[src/hdl/assert_macros.svh]
// ----------------------------------------------------------------------------
// Assertion macros
// Shared concurrent assertion helpers for the category code packer.
// ----------------------------------------------------------------------------
`ifndef ASSERT_MACROS_SVH
`define ASSERT_MACROS_SVH

// property must hold at every clock edge outside reset
`define DCCP_ASSERT(lbl, clk, rst_n, prop) \
  lbl: assert property (@(posedge clk) disable iff (!rst_n) prop) \
    else $error("dccp assertion failed");

// condition must never be seen outside reset
`define DCCP_ASSERT_NEVER(lbl, clk, rst_n, cond) \
  `DCCP_ASSERT(lbl, clk, rst_n, !(cond))

`endif

[src/hdl/dccp_pkg.sv]
// ----------------------------------------------------------------------------
// dccp_pkg
// Types, widths and code tables shared by the category code packer.
// ----------------------------------------------------------------------------
package dccp_pkg;

  localparam int COEF_W      = 12;
  localparam int MAG_W       = 10;
  localparam int CAT_W       = 4;
  localparam int CODE_W      = 18;  // longest prefix (8) plus ten magnitude bits
  localparam int LEN_W       = 5;
  localparam int ACC_W       = 25;  // seven pending bits plus longest code
  localparam int CNT_W       = 5;
  localparam int TOTAL_W     = 24;
  localparam int COUNT_BITS_DEF = 24;
  localparam int QUEUE_DEPTH = 4;   // power of two, pointers wrap naturally

  typedef struct packed {
    logic [CODE_W-1:0] code;   // right aligned
    logic [LEN_W-1:0]  len;
    logic              eos;
    logic              clamp;
  } dccp_code_t;

  function automatic logic [7:0] prefix_code(input logic [CAT_W-1:0] cat);
    logic [7:0] c;
    case (cat)
      4'd0:    c = 8'd2;
      4'd1:    c = 8'd3;
      4'd2:    c = 8'd4;
      4'd3:    c = 8'd0;
      4'd4:    c = 8'd5;
      4'd5:    c = 8'd6;
      4'd6:    c = 8'd14;
      4'd7:    c = 8'd30;
      4'd8:    c = 8'd62;
      4'd9:    c = 8'd126;
      4'd10:   c = 8'd254;
      default: c = 8'd0;
    endcase
    return c;
  endfunction

  function automatic logic [LEN_W-1:0] prefix_len(input logic [CAT_W-1:0] cat);
    logic [LEN_W-1:0] l;
    case (cat)
      4'd3:    l = LEN_W'(2);
      4'd6:    l = LEN_W'(4);
      4'd7:    l = LEN_W'(5);
      4'd8:    l = LEN_W'(6);
      4'd9:    l = LEN_W'(7);
      4'd10:   l = LEN_W'(8);
      default: l = LEN_W'(3);
    endcase
    return l;
  endfunction

endpackage

[src/hdl/dccp_front.sv]
// ----------------------------------------------------------------------------
// dccp_front
// Classifies a coefficient: clamp, category, and the right aligned codeword.
// ----------------------------------------------------------------------------
module dccp_front import dccp_pkg::*; (
  input  logic signed [COEF_W-1:0] coefficient,
  input  logic                     end_of_stream,
  output dccp_code_t               item
);

  logic              neg;
  logic [COEF_W-1:0] mag_full;
  logic              clamp;
  logic [MAG_W-1:0]  mag;
  logic [CAT_W-1:0]  cat;
  logic [MAG_W-1:0]  mask;
  logic [MAG_W-1:0]  mbits;

  assign neg      = coefficient[COEF_W-1];
  // -2048 negates to itself, which reads as 2048 unsigned
  assign mag_full = neg ? COEF_W'(-coefficient) : COEF_W'(coefficient);
  assign clamp    = mag_full > COEF_W'(1023);
  assign mag      = clamp ? {MAG_W{1'b1}} : mag_full[MAG_W-1:0];

  always_comb begin
    cat = '0;
    for (int i = 0; i < MAG_W; i++) begin
      if (mag[i]) begin
        cat = CAT_W'(i + 1);
      end
    end
  end

  assign mask  = MAG_W'((11'd1 << cat) - 11'd1);
  assign mbits = (neg ? ~mag : mag) & mask;

  always_comb begin
    item.code  = (CODE_W'(prefix_code(cat)) << cat) | CODE_W'(mbits);
    item.len   = prefix_len(cat) + LEN_W'(cat);
    item.eos   = end_of_stream;
    item.clamp = clamp;
  end

endmodule

[src/hdl/dccp_queue.sv]
// ----------------------------------------------------------------------------
// dccp_queue
// Short queue of classified codewords between the front and the packer.
// ----------------------------------------------------------------------------
`include "assert_macros.svh"

module dccp_queue import dccp_pkg::*; (
  input  logic       clk,
  input  logic       rst_n,
  input  logic       wr_en,
  input  dccp_code_t wr_data,
  output logic       full,
  input  logic       rd_en,
  output dccp_code_t rd_data,
  output logic       empty
);

  localparam int PTR_W = $clog2(QUEUE_DEPTH);

  dccp_code_t       mem_r [QUEUE_DEPTH];
  logic [PTR_W-1:0] wr_ptr_r, wr_ptr_nxt;
  logic [PTR_W-1:0] rd_ptr_r, rd_ptr_nxt;
  logic [PTR_W:0]   count_r, count_nxt;

  assign full    = count_r == (PTR_W+1)'(QUEUE_DEPTH);
  assign empty   = count_r == '0;
  assign rd_data = mem_r[rd_ptr_r];

  always_comb begin
    wr_ptr_nxt = wr_en ? wr_ptr_r + 1'b1 : wr_ptr_r;
    rd_ptr_nxt = rd_en ? rd_ptr_r + 1'b1 : rd_ptr_r;
    count_nxt  = count_r + (PTR_W+1)'(wr_en) - (PTR_W+1)'(rd_en);
  end

  always_ff @(posedge clk) begin
    if (wr_en) begin
      mem_r[wr_ptr_r] <= wr_data;
    end
  end

  always_ff @(posedge clk) begin
    if (!rst_n) begin
      wr_ptr_r <= '0;
      rd_ptr_r <= '0;
      count_r  <= '0;
    end else begin
      wr_ptr_r <= wr_ptr_nxt;
      rd_ptr_r <= rd_ptr_nxt;
      count_r  <= count_nxt;
    end
  end

  `DCCP_ASSERT(a_count_bound, clk, rst_n, count_r <= (PTR_W+1)'(QUEUE_DEPTH))
  `DCCP_ASSERT_NEVER(a_read_empty, clk, rst_n, rd_en && empty)
  `DCCP_ASSERT_NEVER(a_write_full, clk, rst_n, wr_en && full)

endmodule

[src/hdl/dccp_back.sv]
// ----------------------------------------------------------------------------
// dccp_back
// Packs codewords MSB first into bytes, one byte a cycle while the receiver pops, with stream totals.
// ----------------------------------------------------------------------------
`include "assert_macros.svh"

module dccp_back import dccp_pkg::*; #(
  parameter int COUNT_BITS = COUNT_BITS_DEF
) (
  input  logic               clk,
  input  logic               rst_n,
  input  dccp_code_t         head,
  input  logic               head_valid,
  output logic               head_pop,
  output logic               out_empty,
  input  logic               out_pop,
  output logic [7:0]         out_data_byte,
  output logic               out_run_end,
  output logic               out_stream_end,
  output logic [TOTAL_W-1:0] out_total_bits,
  output logic               out_clamp_seen
);

  // working state: acc_r holds only its low cnt_r bits, the rest is zero
  logic                  busy_r, busy_nxt;
  logic [ACC_W-1:0]      acc_r, acc_nxt;
  logic [CNT_W-1:0]      cnt_r, cnt_nxt;
  logic                  eos_r, eos_nxt;
  logic [COUNT_BITS-1:0] tot_r, tot_nxt;
  logic                  clamp_r, clamp_nxt;

  logic               out_valid_r;
  logic [7:0]         out_byte_r;
  logic               out_run_end_r;
  logic               out_stream_end_r;
  logic [TOTAL_W-1:0] out_total_r;
  logic               out_clamp_r;

  logic                  out_free;
  logic                  active;
  logic                  step;
  logic [ACC_W-1:0]      w_acc;
  logic [CNT_W-1:0]      w_cnt;
  logic                  w_eos;
  logic [COUNT_BITS-1:0] w_tot;
  logic                  w_clamp;
  logic [COUNT_BITS:0]   tot_sum;
  logic [TOTAL_W-1:0]    w_tot_rep;
  logic                  emit;
  logic                  last;
  logic [7:0]            byte_val;
  logic [CNT_W-1:0]      rem;

  assign out_free = !out_valid_r || out_pop;
  assign active   = busy_r || head_valid;
  assign step     = active && out_free;
  assign head_pop = step && !busy_r;

  assign tot_sum = {1'b0, tot_r} + (COUNT_BITS+1)'(head.len);

  always_comb begin
    if (busy_r) begin
      w_acc   = acc_r;
      w_cnt   = cnt_r;
      w_eos   = eos_r;
      w_tot   = tot_r;
      w_clamp = clamp_r;
    end else begin
      w_acc   = (acc_r << head.len) | ACC_W'(head.code);
      w_cnt   = cnt_r + CNT_W'(head.len);
      w_eos   = head.eos;
      w_tot   = tot_sum[COUNT_BITS] ? {COUNT_BITS{1'b1}} : tot_sum[COUNT_BITS-1:0];
      w_clamp = clamp_r | head.clamp;
    end
  end

  generate
    if (COUNT_BITS > TOTAL_W) begin : g_sat
      assign w_tot_rep = (|w_tot[COUNT_BITS-1:TOTAL_W]) ? {TOTAL_W{1'b1}}
                                                          : w_tot[TOTAL_W-1:0];
    end else begin : g_ext
      assign w_tot_rep = TOTAL_W'(w_tot);
    end
  endgenerate

  always_comb begin
    emit     = 1'b0;
    last     = 1'b1;
    byte_val = '0;
    rem      = w_cnt;
    if (w_cnt >= CNT_W'(8)) begin
      emit     = 1'b1;
      rem      = w_cnt - CNT_W'(8);
      byte_val = 8'(w_acc >> rem);
      last     = (rem < CNT_W'(8)) && !(w_eos && rem != '0);
    end else if (w_eos && w_cnt != '0) begin
      // zero-padded tail byte
      emit     = 1'b1;
      rem      = '0;
      byte_val = 8'(w_acc[7:0] << (4'd8 - w_cnt[3:0]));
    end
  end

  always_comb begin
    busy_nxt  = busy_r;
    acc_nxt   = acc_r;
    cnt_nxt   = cnt_r;
    eos_nxt   = eos_r;
    tot_nxt   = tot_r;
    clamp_nxt = clamp_r;
    if (step) begin
      busy_nxt  = !last;
      acc_nxt   = w_acc & ((ACC_W'(1) << rem) - ACC_W'(1));
      cnt_nxt   = rem;
      eos_nxt   = w_eos;
      tot_nxt   = w_tot;
      clamp_nxt = w_clamp;
      if (last && w_eos) begin
        acc_nxt   = '0;
        cnt_nxt   = '0;
        tot_nxt   = '0;
        clamp_nxt = 1'b0;
      end
    end
  end

  always_ff @(posedge clk) begin
    if (!rst_n) begin
      busy_r      <= 1'b0;
      acc_r       <= '0;
      cnt_r       <= '0;
      eos_r       <= 1'b0;
      tot_r       <= '0;
      clamp_r     <= 1'b0;
      out_valid_r <= 1'b0;
    end else begin
      busy_r  <= busy_nxt;
      acc_r   <= acc_nxt;
      cnt_r   <= cnt_nxt;
      eos_r   <= eos_nxt;
      tot_r   <= tot_nxt;
      clamp_r <= clamp_nxt;
      if (step && emit) begin
        out_valid_r <= 1'b1;
      end else if (out_pop) begin
        out_valid_r <= 1'b0;
      end
    end
  end

  always_ff @(posedge clk) begin
    if (step && emit) begin
      out_byte_r       <= byte_val;
      out_run_end_r    <= last;
      out_stream_end_r <= last && w_eos;
      out_total_r      <= (last && w_eos) ? w_tot_rep : '0;
      out_clamp_r      <= w_clamp;
    end
  end

  assign out_empty      = !out_valid_r;
  assign out_data_byte  = out_byte_r;
  assign out_run_end    = out_run_end_r;
  assign out_stream_end = out_stream_end_r;
  assign out_total_bits = out_total_r;
  assign out_clamp_seen = out_clamp_r;

  `DCCP_ASSERT(a_idle_partial, clk, rst_n, !busy_r |-> (cnt_r < CNT_W'(8)))
  `DCCP_ASSERT(a_end_is_last, clk, rst_n, (out_valid_r && out_stream_end_r) |-> out_run_end_r)
  `DCCP_ASSERT(a_total_on_end, clk, rst_n, (out_valid_r && !out_stream_end_r) |-> (out_total_r == '0))

endmodule

[src/hdl/dc_category_code_packer.sv]
// An item is taken while the short queue has room; the packer then emits the
// item's bytes one per cycle while the receiver pops (up to three code bytes
// and, at end of stream, one pad byte); an item that completes no byte makes no
// beat. The next item leaves the queue once the last byte of the current one
// enters the single byte-wide output register. Results pop as a queue;
// total_bits is nonzero only on the stream_end beat.
// ----------------------------------------------------------------------------
// dc_category_code_packer
// DC magnitude category encoder packing prefix and magnitude bits into bytes.
// ----------------------------------------------------------------------------
module dc_category_code_packer import dccp_pkg::*; #(
  parameter int COUNT_BITS = COUNT_BITS_DEF
) (
  input  logic                     clk,
  input  logic                     rst_n,
  input  logic                     in_push,
  output logic                     in_full,
  input  logic signed [COEF_W-1:0] in_coefficient,
  input  logic                     in_end_of_stream,
  output logic                     out_empty,
  input  logic                     out_pop,
  output logic [7:0]               out_data_byte,
  output logic                     out_run_end,
  output logic                     out_stream_end,
  output logic [TOTAL_W-1:0]       out_total_bits,
  output logic                     out_clamp_seen
);

  dccp_code_t item;
  dccp_code_t head;
  logic       q_full;
  logic       q_empty;
  logic       head_pop;

  dccp_front u_front (
    .coefficient   (in_coefficient),
    .end_of_stream (in_end_of_stream),
    .item          (item)
  );

  dccp_queue u_queue (
    .clk     (clk),
    .rst_n   (rst_n),
    .wr_en   (in_push && !q_full),
    .wr_data (item),
    .full    (q_full),
    .rd_en   (head_pop),
    .rd_data (head),
    .empty   (q_empty)
  );

  dccp_back #(
    .COUNT_BITS (COUNT_BITS)
  ) u_back (
    .clk            (clk),
    .rst_n          (rst_n),
    .head           (head),
    .head_valid     (!q_empty),
    .head_pop       (head_pop),
    .out_empty      (out_empty),
    .out_pop        (out_pop),
    .out_data_byte  (out_data_byte),
    .out_run_end    (out_run_end),
    .out_stream_end (out_stream_end),
    .out_total_bits (out_total_bits),
    .out_clamp_seen (out_clamp_seen)
  );

  assign in_full = q_full;

endmodule

[config.mk]
export PLATFORM = sky130hd
export DESIGN_NAME = dc_category_code_packer
export DESIGN_NICKNAME = d
export VERILOG_FILES = /design/src/hdl/dccp_pkg.sv /design/src/hdl/dccp_front.sv /design/src/hdl/dccp_queue.sv /design/src/hdl/dccp_back.sv /design/src/hdl/dc_category_code_packer.sv
export VERILOG_INCLUDE_DIRS = /design/src /design/src/hdl
export SDC_FILE = /design/constraint.sdc
export NUM_CORES = 1
export LEC_CHECK = 0
export BUFFER_PORTS_ARGS = -buffer_cell sky130_fd_sc_hd__buf_2
export CAP_MARGIN = 20
export CELL_PAD_IN_SITES_DETAIL_PLACEMENT = 2
export CELL_PAD_IN_SITES_GLOBAL_PLACEMENT = 2
export CORE_MARGIN = 3
export CORE_UTILIZATION = 40
export CTS_CLUSTER_DIAMETER = 40
export CTS_CLUSTER_SIZE = 8
export DETAILED_ROUTE_END_ITERATION = 7
export HOLD_SLACK_MARGIN = 0.02
export PLACE_DENSITY_LB_ADDON = 0.2
export SETUP_SLACK_MARGIN = 0.15
export SKIP_CTS_REPAIR_TIMING = 1
export SYNTH_ARGS = -nofsm -noshare
export SYNTH_HDL_FRONTEND = slang
export SYNTH_SLANG_ARGS = --single-unit
[constraint.sdc]
create_clock -name clk -period 8.4 [get_ports clk]
set_input_delay 1.68 -clock clk [delete_from_list [all_inputs] [get_ports clk]]
set_output_delay 1.68 -clock clk [all_outputs]
set_load 0.05 [all_outputs]
==> run_results.csv, run 1 <==
group,metric,value,unit
floorplan,coreArea,32620,um^2
worst_setup_path,cp.arrival,7.24,ns
clock_tree,clk_latency,0.52,ns
timing,setup_viol,0,
worst_setup_path,r2r_cells,21,
worst_setup_path,r2r_end,"u_back.acc_r[18]",
synth,synth-compound-area-share,0.2148,
drt,drt_wl_total,52060,um
synth,synth-xor-area-share,0.02438,
global_routing,grt_use_total,0.2907,
worst_setup_path,cp.required,8.81,ns
synth,synth_edf_count,135,
global_routing,overflow,0,
floorplan,die_y,188.3,um
floorplan,fp-row-count,66,
global_routing,grt_pass1_vias,12816,
floorplan,fp.dieW,188.3,um
floorplan,pin_count,54,
final_layout,seq_area,5398,um^2
synth,synth.area.mux_share,0.1039,
worst_setup_path,start_kind,"flip-flop",
timing,drv_slew,0,
worst_setup_path,crit_path_end_kind,"flip-flop",
worst_setup_path,critical_path_class,"reg2reg",
final_layout,nets,1497,
synth,synth_cells,1426,
timing,fin_crit,6.831,ns
final_layout,final_cell_mix,"nor2_1, edfxtp_1, nand2_1",
worst_setup_path,rrSetupSlack,1.57,ns
placed_design,place_congestion,0.9159,
synth,ys_dominant_reg_cell,"edfxtp_1",
hold_path,min_to,"u_back.clamp_r",
timing,fin_crit_sh,0.8132,
timing,worst_slew_pin_slew,1.225,ns
synth,synthSimpleGateAreaFrac,0.1686,
clock_tree,cts_buffer_depth,3,
timing,finalHoldViolCount,0,
final_layout,multi_input_area,7295,um^2
synth,avgSynthCellArea,9.322,um^2
final_layout,diodes,0,
synth,syn_nets,1478,
timing,slew_headroom,0.1783,
hold_path,holdPathStages,2,
clock_tree,cts_tree,"yes",
synth,synth_top_area_cell,"edfxtp_1",
drt,ant_nets,0,
synth,synth_top_family_by_area,"compound AO/OA/AOI/OAI gates",
timing,fmax,146.4,MHz
global_routing,grt_max_degree,62,
synth,async_flop_share,0,
drt,vias,12152,
global_routing,grt_pass1_wl,80260,um
floorplan,die_area,35460,um^2
job,drv_cap,0,
clock_tree,clkTransAtPathRegs,0.05,ns
timing,final.setup.tns,0,ns
clock_tree,cts_num_sinks,202,
timing,rsz0062_at_grt,"false",
synth,synth_area,13290,um^2
drt,vias_per_cell,6.362,
synth,synthAdderAreaFrac,0.03520,
synth,synth_seq_cells,202,
floorplan,initial_core_util,0.4075,
drt,route.detailed.drc,0,
synth,ys_types,94,
final_layout,fill_cells,3490,
global_routing,antenna_found_initial,0,
drt,drt_first_iter_violations,979,
clock_tree,cts_buffers,38,
synth,yosys_warnings,0,
placed_design,hpwlAfterDp,36270,um
drt,post_drt_wl_per_cell,27.26,um
synth,synthDominantCellAreaShare,0.3050,
worst_setup_path,path_max_fanout,21,
hold_path,min-delay-start,"u_back.clamp_r",
clock_tree,htreeDepth,2,
status,outcome,"complete, no violations",
synth,synth_seq_area_share,0.4059,
synth,synthTopCellsByArea,"edfxtp_1, dfxtp_1, mux4_2",
final_layout,areaGrowthSynthToFinish,13.08,%
drt,drtPass1Iterations,5,
clock_tree,clk_root_buffer_cell,"clkbuf_16",
placed_design,io_buffers,53,
timing,clock_skew,0.01639,ns
final_layout,layout_commonest_cell,"nor2_1",
hold_path,hold_path.class,"reg2reg",
final_layout,layout-drive-gt1-share,0.1403,
[state kept, by name, summed over array words and instances (netlist names), named ones only]
| register | cells |
|---|---|
| u_queue.mem_r | 100 |
| u_back.acc_r | 25 |
| u_back.out_total_bits | 24 |
| u_back.tot_r | 24 |
| u_back.out_data_byte | 8 |
| u_back.cnt_r | 5 |
| u_queue.count_r | 3 |
| u_queue.rd_ptr_r | 2 |
| u_queue.wr_ptr_r | 2 |
| u_back.busy_r | 1 |
| u_back.clamp_r | 1 |
| u_back.eos_r | 1 |
| u_back.out_clamp_seen | 1 |
| u_back.out_run_end | 1 |
| u_back.out_stream_end | 1 |
| u_back.out_valid_r | 1 |
[metrics by stage]
| stage | cells | hold WS (ns) | cell area (um^2) | util | worst slack [ns] |
|---|---|---|---|---|---|
| 4_1_cts | 1909 | 0.4828 | 15010 | 0.4602 | 1.580 |
| 3_5_place_dp | 1846 | 0.4720 | 13860 | 0.4250 | 1.612 |
| 2_1_floorplan | 1426 | 0.4321 | 13290 | - | 2.575 |
| 5_1_grt | 1910 | 0.5073 | 15030 | 0.4608 | 0.9645 |
| 6_report | 1910 | 0.4834 | 15030 | 0.4608 | 1.569 |
| 3_3_place_gp | 1846 | 0.4398 | 13860 | 0.4250 | 1.909 |
[synthesized netlist by cell type (26+ instances only)]
cell type    n
a21oi_1    102
clkbuf_1    67
dfxtp_1     67
edfxtp_1   135
ha_1        31
inv_1       44
mux2i_1     57
mux4_2      31
nand2_1    120
nand3_1     37
nor2_1     151
nor3_1      40
o21ai_0     85
o22ai_1     29
xnor2_1     26
[final cells by class]
class | count | area share
well taps | 442 | 0.03679
repair buffers | 76 | 0.02997
flip-flops and latches | 202 | 0.3591
clock inverters | 15 | 0.007991
inverters | 50 | 0.01249
multi-input cells | 1077 | 0.4853
clock buffers | 48 | 0.06842
[cell families (layout without fill, tap and decap cells)]
| family | after synthesis | after routing |
|---|---|---|
| DFF | 202 | 202 |
| AOI/OAI and AO/OA | 431 | 431 |
| adders and majority gates | 35 | 35 |
| and+or+nand+nor | 477 | 477 |
| buffers and inverters | 147 | 189 |
| muxes | 97 | 97 |
| xor gates and xnor gates | 37 | 37 |
[how the worst max path moves through the flow]
stage / start / to / slack, ns
2_1_floorplan: flip-flop / u_back.out_clamp_seen / 2.57
3_3_place_gp: flip-flop / u_back.acc_r[21] / 1.91
3_5_place_dp: flip-flop / u_back.acc_r[18] / 1.61
4_1_cts: flip-flop / u_back.acc_r[18] / 1.58
5_1_grt: flip-flop / u_back.acc_r[18] / 0.96
6_report: flip-flop / u_back.acc_r[18] / 1.57
[critical path: stages, from the launching register on]
cell       delay (ns)
dfxtp_2          0.70
mux4_2           0.85
inv_2            0.45
fa_1             0.32
nor2b_1          0.06
o21ai_0          0.30
a21oi_1          0.15
o31ai_1          0.37
and2_1           0.41
ha_1             0.23
nand2_1          0.06
o21ai_1          0.49
nand2b_1         0.28
o21ai_1          0.27
a31oi_2          0.13
nor2_1           0.24
nand3_1          0.10
ha_1             0.28
o211ai_1         0.34
mux2i_1          0.17
a2bb2oi_1        0.16
o41ai_1          0.31
[layer usage]
layer	part of all wire	up-vias	global-route usage
met1	0.42	6235	0.3800
met2	0.49	381	0.4890
met4	0.040	0	0.1129
met5	0	-	0
li1	-	5417	-
met3	0.051	119	0.04242
Power of run 1 is left out: the tool's default activity adds up to more than one toggle a clock period on the data nets, which glitch-free logic cannot reach.
==> inputs of run 2 (changes only) <==
--- a/config.mk
+++ b/config.mk
@@ -6,12 +6,13 @@
 export SDC_FILE = /design/constraint.sdc
 export NUM_CORES = 1
 export LEC_CHECK = 0
+export ABC_AREA = 1
 export BUFFER_PORTS_ARGS = -buffer_cell sky130_fd_sc_hd__buf_2
 export CAP_MARGIN = 20
 export CELL_PAD_IN_SITES_DETAIL_PLACEMENT = 2
 export CELL_PAD_IN_SITES_GLOBAL_PLACEMENT = 2
 export CORE_MARGIN = 3
-export CORE_UTILIZATION = 40
+export CORE_UTILIZATION = 33
 export CTS_CLUSTER_DIAMETER = 40
 export CTS_CLUSTER_SIZE = 8
 export DETAILED_ROUTE_END_ITERATION = 7
==> constraint.sdc (replaced) <==
create_clock -name clk -period 5.88 [get_ports clk]
set_input_delay 1.176 -clock clk [delete_from_list [all_inputs] [get_ports clk]]
set_output_delay 1.176 -clock clk [all_outputs]
set_load 0.05 [all_outputs]
==> run_results.csv, run 2 <==
group,metric,value,unit
synth,ys_dominant_reg_cell,"edfxtp_1",
worst_setup_path,cp.arrival,5.46,ns
placed_design,hpwlAfterDp,39920,um
global_routing,grt_use_total,0.2450,
timing,fmax,193.0,MHz
drt,vias_per_cell,5.405,
clock_tree,clkTransAtPathRegs,0.05,ns
drt,post_drt_wl_per_cell,21.83,um
floorplan,die_y,209.2,um
clock_tree,htreeDepth,2,
synth,yosys_warnings,0,
timing,rsz0062_at_grt,"false",
placed_design,place_congestion,0.8802,
worst_setup_path,cp.required,6.16,ns
floorplan,pin_count,54,
job,drv_cap,0,
floorplan,fp-row-count,73,
global_routing,grt_max_degree,55,
synth,synth_top_area_cell,"edfxtp_1",
floorplan,fp.dieW,209.2,um
timing,clock_skew,0.02607,ns
clock_tree,clk_root_buffer_cell,"clkbuf_16",
worst_setup_path,path_max_fanout,13,
synth,synth_most_common_cell,"nand2_1",
final_layout,layout-drive-gt1-share,0.1292,
global_routing,antenna_found_initial,0,
synth,avgSynthCellArea,7.286,um^2
clock_tree,clk_latency,0.57,ns
global_routing,grt_pass1_wl,84560,um
timing,final.setup.tns,0,ns
timing,finalHoldViolCount,0,
worst_setup_path,crit_path_start,"in_coefficient[11]",
synth,syn_nets,1923,
worst_setup_path,start_kind,"input pin",
hold_path,hold_path.class,"reg2reg",
clock_tree,cts_buffer_depth,3,
worst_setup_path,cp_slowest_cell,"o21ai_0",
worst_setup_path,cp.buffers_inverters,6,
synth,synth_seq_cells,202,
synth,synthDominantCellAreaShare,0.2974,
worst_setup_path,critical_path_class,"in2reg",
timing,fin_crit_sh,0.8814,
worst_setup_path,cpMostUsedCell,"nand2_1",
timing,setup_viol,0,
floorplan,initial_core_util,0.3384,
synth,synth_seq_area_share,0.3958,
final_layout,fill_cells,4655,
drt,drt_wl_total,54050,um
status,outcome,"complete, no violations",
synth,async_flop_share,0,
hold_path,min-delay-start,"u_back.acc_r[11]",
synth,synth_edf_count,135,
worst_setup_path,cp_cell_sequence,"buf_2, inv_1, or2_2, xor2_1, o21ai_0, nand2_1, nand2_1, a21oi_1, o21ai_0, nand2_1, buf_4, inv_1, ha_1, nand2_1, inv_1, nor2_1, nand2_1, o311ai_0, ha_1, inv_1, fa_1, o21ai_0",
synth,ys_types,63,
floorplan,die_area,43780,um^2
drt,ant_nets,0,
final_layout,largestRegisters,"u_queue.mem_r (100), u_back.acc_r (25)",
timing,worst_slew_pin_slew,0.8337,ns
timing,slew_headroom,0.4405,
final_layout,final_cell_mix,"nand2_1, nand3_1, nor2_1",
drt,route.detailed.drc,0,
drt,vias,13383,
timing,fin_crit,5.183,ns
worst_setup_path,slowest_delay,0.48,ns
final_layout,areaGrowthSynthToFinish,16.93,%
final_layout,layout_commonest_cell,"nand2_1",
final_layout,diodes,0,
clock_tree,cts_buffers,45,
final_layout,largest_register,"u_queue.mem_r",
worst_setup_path,cp_top_family,"compound AO/OA/AOI/OAI gates",
synth,ys_top_cells_by_count,"nand2_1, nand3_1, nor2_1, inv_1, edfxtp_1",
drt,drt_first_iter_violations,822,
clock_tree,cts_num_sinks,202,
clock_tree,cts_tree,"yes",
final_layout,largest_reg_flops,100,
final_layout,nets,1968,
synth,synth_cells,1871,
global_routing,overflow,0,
timing,drv_slew,0,
floorplan,coreArea,40280,um^2
worst_setup_path,crit_path_end_kind,"flip-flop",
placed_design,io_buffers,53,
global_routing,grt_pass1_vias,14350,
synth,synthTopCellsByArea,"edfxtp_1, nand2_1, dfxtp_1",
drt,drtPass1Iterations,5,
synth,synth_area,13630,um^2
run 2: cell types whose count changed in the layout (fill, tap and decap cells not counted), moves of 19 or more:
| cell | change |
|---|---|
| nand2_1 | +336 |
| nand3_1 | +209 |
| inv_1 | +109 |
| mux2i_1 | -55 |
| nor2_1 | +41 |
| mux4_2 | -31 |
| nand2b_1 | -21 |
| nor3_1 | -20 |
| and2_1 | -19 |
| xor2_1 | +19 |
run 2: path summary, 6_finish.rpt:
| kind | to | slack [ns] | cells after the start |
|---|---|---|---|
| worst max-delay path | u_queue.mem_r[2][6] | 0.70 | 22 |
| worst min-delay path | u_back.acc_r[11] | 0.48 | 2 |
| worst max register to register | u_back.acc_r[17] | 0.70 | 28 |
| worst min register to register | u_back.acc_r[11] | 0.48 | 2 |
run 2: stage by stage:
| step | utilization | setup WS, ns | hold WS [ns] | cell area (um^2) | instances |
|---|---|---|---|---|---|
| 6_report | 0.3957 | 0.6975 | 0.4802 | 15940 | 2476 |
| 5_1_grt | 0.3957 | 0.2068 | 0.5144 | 15940 | 2476 |
| 4_1_cts | 0.3955 | 0.6342 | 0.4843 | 15930 | 2475 |
| 3_5_place_dp | 0.3573 | 0.1125 | 0.4622 | 14390 | 2393 |
| 3_3_place_gp | 0.3573 | 0.4124 | 0.4506 | 14390 | 2393 |
| 2_1_floorplan | - | 1.093 | 0.4407 | 13630 | 1871 |
run 2: per-layer routing:
layer / vias to the layer above / routed length (um) / part of all wire / global-route usage
li1: 6428 / - / - / -
met1: 6673 / 23880 / 0.44 / 0.3150
met2: 206 / 26780 / 0.50 / 0.4286
met3: 76 / 1855 / 0.034 / 0.02958
met4: 0 / 1532 / 0.028 / 0.07760
met5: - / 0 / 0 / 0
run 2: cell type report:
cell class / instances / area [um^2] / share of cell area
clock buffers: 54 / 1191 / 0.07473
inverters: 177 / 674.4 / 0.04231
multi-input cells: 1408 / 7191 / 0.4511
clock inverters: 28 / 344.1 / 0.02159
repair buffers: 82 / 486.7 / 0.03053
flip-flops and latches: 202 / 5396 / 0.3385
well taps: 525 / 656.9 / 0.04121
run 2: kinds of logic (layout without fill, tap and decap cells):
group	count (synthesis)	count (layout)	synth area share
AO/OA/AOI/OAI	319	319	0.1345
XOR/XNOR	38	38	0.02441
adder cells (fa/ha/maj)	35	35	0.03433
buffers and inverters	261	341	0.07848
flip-flops	202	202	0.3958
multiplexers	1	1	0.0007343
AND/OR/NAND/NOR	1015	1015	0.3318
run 2: worst min-delay path, cell delays in order (launching register included):
cell	delay, ns
dfxtp_1	0.31
nand2_1	0.06
a21oi_1	0.06
Power of run 2 is left out for the same reason.
